**src/cvd_pkg.sv**
```systemverilog
`default_nettype none
package cvd_pkg;

	localparam logic [2:0] CFG_NUM_STATES  = 3'd0;
	localparam logic [2:0] CFG_SIMPLE_MODE = 3'd1;
	localparam logic [2:0] CFG_SAME_SCORE  = 3'd2;
	localparam logic [2:0] CFG_CHANGE_SCORE = 3'd3;
	localparam logic [2:0] CFG_USE_WEIGHTS = 3'd4;

	localparam logic KIND_TABLE = 1'b0;
	localparam logic KIND_NODE  = 1'b1;

	localparam logic signed [47:0] S48_MAX = {1'b0, {47{1'b1}}};
	localparam logic signed [47:0] S48_MIN = {1'b1, {47{1'b0}}};

	typedef struct packed {
		logic               kind;
		logic [3:0]         from_state;
		logic [3:0]         to_state;
		logic signed [31:0] score;
		logic signed [31:0] prior;
		logic signed [15:0] link_weight;
		logic               first_node;
		logic               last_node;
	} in_t;

	typedef struct packed {
		logic [5:0]         node_index;
		logic [3:0]         best_state;
		logic signed [47:0] best_total;
		logic               last;
	} out_t;

	function automatic logic signed [47:0] sat48(input logic signed [48:0] v);
		logic signed [47:0] r;
		if (v[48] != v[47]) begin
			r = v[48] ? S48_MIN : S48_MAX;
		end else begin
			r = v[47:0];
		end
		return r;
	endfunction

endpackage
`default_nettype wire

```
**src/cvd_front.sv**
```systemverilog
`default_nettype none
module cvd_front import cvd_pkg::*; #(
	parameter int MAX_STATES = 16,
	parameter int SW = 4
) (
	input  wire logic          clk,
	input  wire logic          arst_n,
	input  wire logic          start,
	input  wire in_t           item,
	input  wire logic [SW-1:0] km1,
	output logic               busy,
	output logic               q_valid,
	output in_t                q_head,
	input  wire logic          q_pop
);

	in_t        fifo_q [2];
	logic       wr_q;
	logic       rd_q;
	logic [1:0] cnt_q;
	logic       keep;
	logic       push;

	always_comb begin
		if (item.kind == KIND_TABLE) begin
			keep = ({1'b0, item.from_state} < 5'(MAX_STATES)) &&
				({1'b0, item.to_state} < 5'(MAX_STATES));
		end else begin
			keep = item.to_state <= 4'(km1);
		end
	end

	assign busy    = cnt_q == 2'd2;
	assign push    = start && !busy && keep;
	assign q_valid = cnt_q != 2'd0;
	assign q_head  = fifo_q[rd_q];

	always_ff @(posedge clk) begin
		if (push) begin
			fifo_q[wr_q] <= item;
		end
	end

	always_ff @(posedge clk or negedge arst_n) begin
		if (!arst_n) begin
			wr_q  <= 1'b0;
			rd_q  <= 1'b0;
			cnt_q <= 2'd0;
		end else begin
			if (push) begin
				wr_q <= !wr_q;
			end
			if (q_pop) begin
				rd_q <= !rd_q;
			end
			case ({push, q_pop})
				2'b10:   cnt_q <= cnt_q + 2'd1;
				2'b01:   cnt_q <= cnt_q - 2'd1;
				default: cnt_q <= cnt_q;
			endcase
		end
	end

endmodule
`default_nettype wire

```
**config.mk**
```make
export PLATFORM = sky130hd
export DESIGN_NAME = cvd_front
export DESIGN_NICKNAME = d
export VERILOG_FILES = /design/src/cvd_pkg.sv /design/src/cvd_front.sv
export SDC_FILE = /design/constraint.sdc
export NUM_CORES = 1
export LEC_CHECK = 0
export ABC_AREA = 1
export BUFFER_PORTS_ARGS = -buffer_cell sky130_fd_sc_hd__buf_4
export CAP_MARGIN = 30
export CORE_ASPECT_RATIO = 0.6
export CORE_UTILIZATION = 52
export CTS_BUF_LIST = sky130_fd_sc_hd__clkbuf_8
export CTS_CLUSTER_SIZE = 40
export DETAILED_ROUTE_END_ITERATION = 16
export PLACE_DENSITY = 0.79
export SLEW_MARGIN = 20
export SYNTH_ARGS = -nofsm -noshare
export SYNTH_HDL_FRONTEND = slang
export SYNTH_SLANG_ARGS = --single-unit
```
**constraint.sdc**
```tcl
create_clock -name clk -period 7 [get_ports clk]
set_clock_uncertainty 0.05 [all_clocks]
set_input_delay 0.35 -clock clk [delete_from_list [all_inputs] [get_ports clk]]
set_output_delay 0.35 -clock clk [all_outputs]
set_load 0.03 [all_outputs]
```
==> results.json, run 1 <==
{
  "synth_area_leaders": "edfxtp_1 (75%), mux2_4 (17%), buf_12 (2.2%)",
  "yosysUniqueCellTypes": 18,
  "cpMostUsedCell": "buf_4",
  "ios": 192,
  "powerDensity_nw_per_um2": 418.5,
  "synth_top_area_cell": "edfxtp_1",
  "port_buffers": 191,
  "syn_inst": 325,
  "worstPathArrival_ns": 2.81,
  "start_util": 0.5326,
  "drive_above_1_share": 0.5896,
  "grt_max_degree": 92,
  "synth_ff_type": "edfxtp_1",
  "hold_viol_final": 0,
  "vias": 3540,
  "drtPass1Iterations": 4,
  "nNetsFinal": 633,
  "path_cells": "buf_4, mux2_2, buf_4",
  "tightestPinTransition_ns": 0.8795,
  "viasPerCell": 4.829,
  "clkTransAtPathRegs_ns": 0.11,
  "crit_type": "reg2out",
  "antenna-diode-count": 0,
  "die_h_um": 93.65,
  "routedWlPerCell_um": 17.52,
  "slew_violations": 0,
  "vdd_drop_max_mv": 0.2263,
  "drc": 0,
  "r2r_setup_slack_ns": 4.53,
  "grtUsageMet2": 0.2719,
  "cpMaxStageDelayCell": "dfrtp_4",
  "timing.critical_path.buf_inv": 2,
  "gp_congestion": 0.7583,
  "setup_violations": 0,
  "cp_max_fo": 47,
  "whs_ns": 0.04220,
  "min-delay-path-class": "in2reg",
  "core_area_um2": 13670,
  "die_area_um2": 14490,
  "synth_warnings": 0,
  "synth_nets": 429,
  "top_usage_layer": "met2",
  "rows": 33,
  "grt_overflow": 0,
  "drt_iter0_drc": 169,
  "cts_made_buffers": 17,
  "grt_pass1_vias": 3621,
  "leakage_nw": 3.697,
  "synthArstFlopShare": 0.02151,
  "fmax_ghz": 0.3116,
  "clkLatencyLatePin_ns": 0.42,
  "total_power_mw": 3.860,
  "cts-resized-gates": 0,
  "slowest_delay_ns": 0.95,
  "outcome": "complete, no violations",
  "post-synth-top-count-cell": "edfxtp_1",
  "gr-usage-met3": 0.06319,
  "path_delay_family": "buffers and inverters",
  "fin_crit_sh": 0.4585,
  "avgSynthCellArea_um2": 22.40,
  "worst_setup_path_start_kind": "flop",
  "final_antenna_net_count": 0,
  "period_minus_slack_ns": 3.210,
  "grt_use_total": 0.1790,
  "ys_seq_area_frac": 0.7645,
  "dpl.hpwl_um": 8603,
  "met1_usage": 0.2457,
  "tns_ns": 0,
  "ctsLongestPathBuffers": 2,
  "clock_sinks": 186,
  "htree_levels": 4,
  "relSlewSlack": 0.4137,
  "rsz0062_at_grt": "false",
  "die_width_um": 154.7,
  "end_kind": "output port",
  "syn_to_final_growth_pct": 26.71,
  "yosys-top-cells-count": "edfxtp_1 (182), mux2_4 (80), inv_1 (11), mux2_2 (11), nand2_1 (10)",
  "grt_pass1_wl_um": 18830,
  "maxCapViolCount": 0,
  "synth_area_um2": 7279,
  "clockRootBuffer": "clkbuf_8",
  "synth-seq-cells": 186,
  "antenna_found_initial": 0,
  "synth_top_area_share": 0.7508,
  "cts_tree": "yes",
  "worstPathRequired_ns": 6.60,
  "synth_edf_count": 182,
  "totalWireLength_um": 12840
}
-- what timing repair did --
item | in CTS | in global routing
hold buffers | 1 | 0
buffers inserted | 0 | 0
hold endpoints to repair | 4 | 0
-- worst paths after layout --
check                                endpoint  cells past startpoint      from
worst max-delay path                q_head[0]                      3      rd_q
worst max register to register  fifo_q[0][70]                      6  cnt_q[1]
worst min-delay path            fifo_q[1][74]                      1  item[74]
min in group asynchronous            cnt_q[0]                      2    arst_n
worst min register to register           wr_q                      2      wr_q
max in group asynchronous                rd_q                      2    arst_n
-- state kept, by name, indices dropped and copies added (netlist names) --
signal / cells
rd_q: 1
fifo_q: 182
cnt_q: 2
wr_q: 1
-- cell families after synthesis --
kind of cell | count (synthesis) | synth area share
DFF | 186 | 0.7645
and+or+nand+nor | 15 | 0.008251
buffers and inverters | 21 | 0.02991
muxes | 91 | 0.1820
adders and majority gates | 5 | 0.008594
xor gates and xnor gates | 3 | 0.003610
AOI/OAI and AO/OA | 4 | 0.003094
-- power breakdown --
part,internal [mW],switching (mW)
sequential,1.48,0.117
combinational,0.697,0.858
clock,0.326,0.387
-- cell usage in the layout (no fill, tap or decap), types with 3 or more instances in the layout --
master | synthesis | routed
buf_4 | 0 | 193
edfxtp_1 | 182 | 182
mux2_4 | 80 | 80
clkbuf_8 | 0 | 17
mux2_2 | 11 | 11
inv_1 | 11 | 10
nand2_1 | 10 | 10
ha_1 | 5 | 5
clkinvlp_4 | 0 | 5
inv_8 | 0 | 4
dfrtp_1 | 4 | 3
-- stage by stage --
stage	util	setup slack [ns]	cells	cell area (um2)
after global routing	0.6749	3.648	733	9224
after global placement	0.6448	4.132	701	8812
after CTS	0.6749	3.727	733	9224
after floorplan	-	1.583	325	7279
after detailed placement	0.6451	4.061	701	8816
final	0.6749	3.791	733	9224
-- cell type report --
cell class / instances / area [um2]
Inverter: 11 / 42.54
Clock buffer: 17 / 234.0
Fill cell: 961 / 4443
Clock inverter: 14 / 163.9
Sequential cell: 186 / 5569
Tap cell: 192 / 240.2
Multi-Input combinational cell: 118 / 1504
Timing Repair Buffer: 195 / 1470
-- layer usage --
| layer | routed length, um | up-vias |
|---|---|---|
| met5 | 0 | - |
| met4 | 89 | 0 |
| met3 | 1182 | 10 |
| met2 | 5807 | 144 |
| met1 | 5762 | 1727 |
| li1 | - | 1659 |
(Power assumes the default switching activity.)
==> run 2: changes to the inputs <==
Clock period 7 ns to 3.4 ns, I/O delays scaled along.
==> results.json, run 2 (synthesis gave the netlist of run 1 again) <==
{
  "gp_congestion": 0.7924,
  "drtPass1Iterations": 4,
  "fin_crit_sh": 0.7268,
  "worst_setup_path_start_kind": "flop",
  "dp.cells": 703,
  "drc": 0,
  "hold_end": "wr_q",
  "antenna-diode-count": 0,
  "end_kind": "output port",
  "die_width_um": 154.7,
  "hold_depth": 5,
  "relSlewSlack": 0.6157,
  "syn_to_final_growth_pct": 41.11,
  "hold_viol_final": 0,
  "routedWlPerCell_um": 17.76,
  "crit_type": "reg2out",
  "tightestPinTransition_ns": 0.5765,
  "setup_violations": 0,
  "min-delay-path-class": "in2reg",
  "top_regs": "fifo_q (182), cnt_q (2)",
  "ctsLongestPathBuffers": 2,
  "largest_reg_flops": 182,
  "fin_util": 0.7516,
  "period_minus_slack_ns": 2.471,
  "worstPathArrival_ns": 2.25,
  "fin_area_um2": 10270,
  "die_h_um": 93.65,
  "final_common_cell": "buf_4",
  "final_cells": 829,
  "tns_ns": 0,
  "cts_made_buffers": 17,
  "drive_above_1_share": 0.5039,
  "dpl_cell_area_um2": 8877,
  "worstReg2RegEnd": "fifo_q[1][57]",
  "nNetsFinal": 728,
  "multi_input_area_um2": 1504,
  "drt_iter0_drc": 205,
  "cts-resized-gates": 0,
  "rsz0062_at_grt": "false",
  "rows": 33,
  "hold_buffers": 94,
  "totalWireLength_um": 14720,
  "min_from": "start",
  "grt_pass1_vias": 4157,
  "cp_max_fo": 33,
  "cts_tree": "yes",
  "slew_violations": 0,
  "vias": 3975,
  "maxCapViolCount": 0,
  "start_util": 0.5326,
  "powerDensity_nw_per_um2": 806.0,
  "clockRootBuffer": "clkbuf_8",
  "grt_max_degree": 77,
  "largest_register": "fifo_q",
  "r2r_setup_slack_ns": 1.34,
  "antenna_found_initial": 0,
  "whs_ns": 0.09795,
  "die_area_um2": 14490,
  "core_area_um2": 13670,
  "fillers": 790,
  "htree_levels": 4,
  "clock_sinks": 186,
  "leakage_nw": 4.157,
  "final_antenna_net_count": 0,
  "clkLatencyLatePin_ns": 0.44,
  "reg2regPathDepth": 6,
  "grt_use_total": 0.2100,
  "clkTransAtPathRegs_ns": 0.10,
  "ios": 192,
  "outcome": "complete, no violations",
  "dpl.hpwl_um": 9213,
  "vdd_drop_max_mv": 0.5976,
  "r2r-start": "cnt_q[1]",
  "worstPathRequired_ns": 3.18,
  "postCtsSetupBuffers": 0,
  "port_buffers": 191,
  "fmax_ghz": 0.4047,
  "grt_pass1_wl_um": 22130,
  "grt_overflow": 0,
  "final_cell_mix": "buf_4 (192), edfxtp_1 (182), dlygate4sd3_1 (94), mux2_4 (80), clkbuf_8 (17)",
  "viasPerCell": 4.795,
  "seq_area_um2": 5569
}
## run 2: worst max path at each step
stage | start | endpoint | slack [ns] | cells after the start
after detailed placement | item[85] | fifo_q[1][36] | 1.18 | 8
after global routing | rd_q | q_head[68] | 0.82 | 3
after global placement | item[85] | fifo_q[1][58] | 1.23 | 8
after floorplan | km1[3] | fifo_q[0][0] | 0.28 | 7
after CTS | rd_q | q_head[68] | 0.89 | 3
final | rd_q | q_head[68] | 0.93 | 3
## run 2: final cells by class
| cell class | count | share of cell area |
|---|---|---|
| flip-flops and latches | 186 | 0.5421 |
| repair buffers | 290 | 0.2397 |
| multi-input cells | 118 | 0.1464 |
| well taps | 192 | 0.02339 |
| clock buffers | 17 | 0.02278 |
| clock inverters | 15 | 0.02144 |
| inverters | 11 | 0.004141 |
## run 2: report_power, final
part	switching [mW]	internal, mW	total [mW]
Combinational	1.86	1.54	3.40
Sequential	0.209	3.03	3.24
Clock	0.758	0.878	1.64
Total	2.83	5.45	8.28
## run 2: metal layers
| metal | GRT usage | up-vias | wire (um) |
|---|---|---|---|
| met1 | 0.2610 | 1943 | 6157 |
| met5 | 0 | - | 0 |
| met3 | 0.08072 | 16 | 1258 |
| met2 | 0.3397 | 162 | 7158 |
| met4 | 0.07261 | 0 | 149 |
| li1 | - | 1854 | - |
## run 2: metrics by stage
stage	power (mW)	setup slack (ns)
floorplan	5.706	0.2772
global placement	6.558	1.233
detailed placement	6.613	1.181
CTS	8.329	0.8861
global route	8.610	0.8214
finish	8.280	0.9288
## run 2: critical path, stage by stage, from the launching register on
cell and delay, ns:
dfrtp_4 0.81, buf_4 0.47, mux2_4 0.34, buf_4 0.17
==> run 3: changes to the inputs <==
Clock period 3.4 ns to 2.42 ns, I/O delays scaled along.
==> results.json, run 3 (synthesis gave the netlist of run 1 again) <==
{
  "largest_reg_flops": 182,
  "die_area_um2": 14490,
  "fin_crit_sh": 0.9146,
  "final_antenna_net_count": 0,
  "fmax_ghz": 0.4518,
  "antenna_found_initial": 0,
  "routedWlPerCell_um": 16.99,
  "ctsLongestPathBuffers": 2,
  "htree_levels": 4,
  "min-delay-path-class": "in2reg",
  "whs_ns": 0.2965,
  "postCtsSetupBuffers": 0,
  "slew_violations": 0,
  "dp.cells": 706,
  "path_cells": "buf_12, mux2_2, buf_4",
  "slowest_delay_ns": 0.70,
  "worst_setup_path_start_kind": "flop",
  "maxCapViolCount": 0,
  "grt_pass1_wl_um": 21380,
  "cpMaxStageDelayCell": "dfrtp_4",
  "gp_congestion": 0.7331,
  "grt_overflow": 0,
  "die_h_um": 93.65,
  "port_buffers": 191,
  "ios": 192,
  "hold_viol_final": 0,
  "grt_pass1_vias": 4128,
  "cp_max_fo": 31,
  "final_common_cell": "buf_4",
  "final_cell_mix": "buf_4 (193), edfxtp_1 (182), dlygate4sd3_1 (95), mux2_4 (80), clkbuf_8 (17)",
  "rsz0062_at_grt": "false",
  "totalWireLength_um": 14140,
  "worstPathRequired_ns": 2.25,
  "die_width_um": 154.7,
  "syn_to_final_growth_pct": 42.11,
  "vdd_drop_max_mv": 0.7092,
  "powerDensity_nw_per_um2": 1101,
  "tightestPinTransition_ns": 0.4284,
  "period_minus_slack_ns": 2.213,
  "fillers": 810,
  "relSlewSlack": 0.7144,
  "place_ws_ns": 0.5719,
  "drtPass1Iterations": 4,
  "clock_sinks": 186,
  "start_util": 0.5326,
  "cts_tree": "yes",
  "drt_iter0_drc": 214,
  "clockRootBuffer": "clkbuf_8",
  "largest_register": "fifo_q",
  "vias": 3981,
  "drive_above_1_share": 0.5297,
  "nNetsFinal": 732,
  "cts-resized-gates": 0,
  "drc": 0,
  "dpl.hpwl_um": 8977,
  "crit_type": "reg2out",
  "end_kind": "output port",
  "antenna-diode-count": 0,
  "clkTransAtPathRegs_ns": 0.09,
  "total_power_mw": 11.39,
  "rows": 33,
  "cts_made_buffers": 17,
  "outcome": "complete, no violations",
  "leakage_nw": 4.126,
  "grt_use_total": 0.2024,
  "grt_max_degree": 57,
  "setup_violations": 0,
  "final_cells": 832,
  "top_regs": "fifo_q (182), cnt_q (2)",
  "viasPerCell": 4.785,
  "layout_setup_ws_ns": 0.2068,
  "core_area_um2": 13670,
  "worstPathArrival_ns": 2.04,
  "clkLatencyLatePin_ns": 0.45,
  "fin_util": 0.7569
}
-- run 3: path summary, 6_finish.rpt --
kind / cells past startpoint / end / slack, ns / from
min in group asynchronous: 3 / cnt_q[1] / 0.53 / arst_n
worst min-delay path: 8 / wr_q / 0.30 / km1[3]
max in group asynchronous: 3 / rd_q / 1.58 / arst_n
worst min register to register: 2 / wr_q / 0.44 / wr_q
worst max-delay path: 3 / q_head[86] / 0.21 / rd_q
worst max register to register: 6 / fifo_q[1][49] / 0.74 / cnt_q[1]
-- run 3: metal layers --
metal  GRT usage  part of all wire  up-vias
met5           0                 0        -
met4     0.05858            0.0081        0
met3     0.06642             0.063       10
met2      0.3405              0.50      153
met1      0.2528              0.43     1956
li1            -                 -     1862
-- run 3: critical path, delay by kind of cell (launching register included) --
kind	cells	cell delay [ns]
DFF	1	0.70
muxes	1	0.39
buffers and inverters	2	0.48
-- run 3: area by class of cell --
cell class	count	area [um2]	area share
Timing Repair Buffer	294	2520	0.2436
Tap cell	192	240.2	0.02322
Multi-Input combinational cell	118	1577	0.1524
Sequential cell	186	5569	0.5383
Clock inverter	14	140.1	0.01355
Inverter	11	65.06	0.006289
Clock buffer	17	234.0	0.02262
-- run 3: report_power, final --
| group | leakage [nW] | switching, mW | internal [mW] |
|---|---|---|---|
| sequential | 1.72 | 0.251 | 4.26 |
| combinational | 2.22 | 2.68 | 2.24 |
| clock | 0.180 | 1.12 | 0.839 |
-- run 3: metrics by stage --
stage / setup TNS, ns / cell area, um2
5_1_grt: 0 / 10340
2_1_floorplan: -27.84 / 7383
3_3_place_gp: 0 / 9020
3_5_place_dp: 0 / 9020
6_report: 0 / 10340
4_1_cts: 0 / 10340
-- run 3: repair_timing --
| item | in CTS | in global routing |
|---|---|---|
| endpoints found under the setup margin | 0 | 0 |
| hold endpoints to repair | 189 | 0 |
| hold buffers | 95 | 0 |
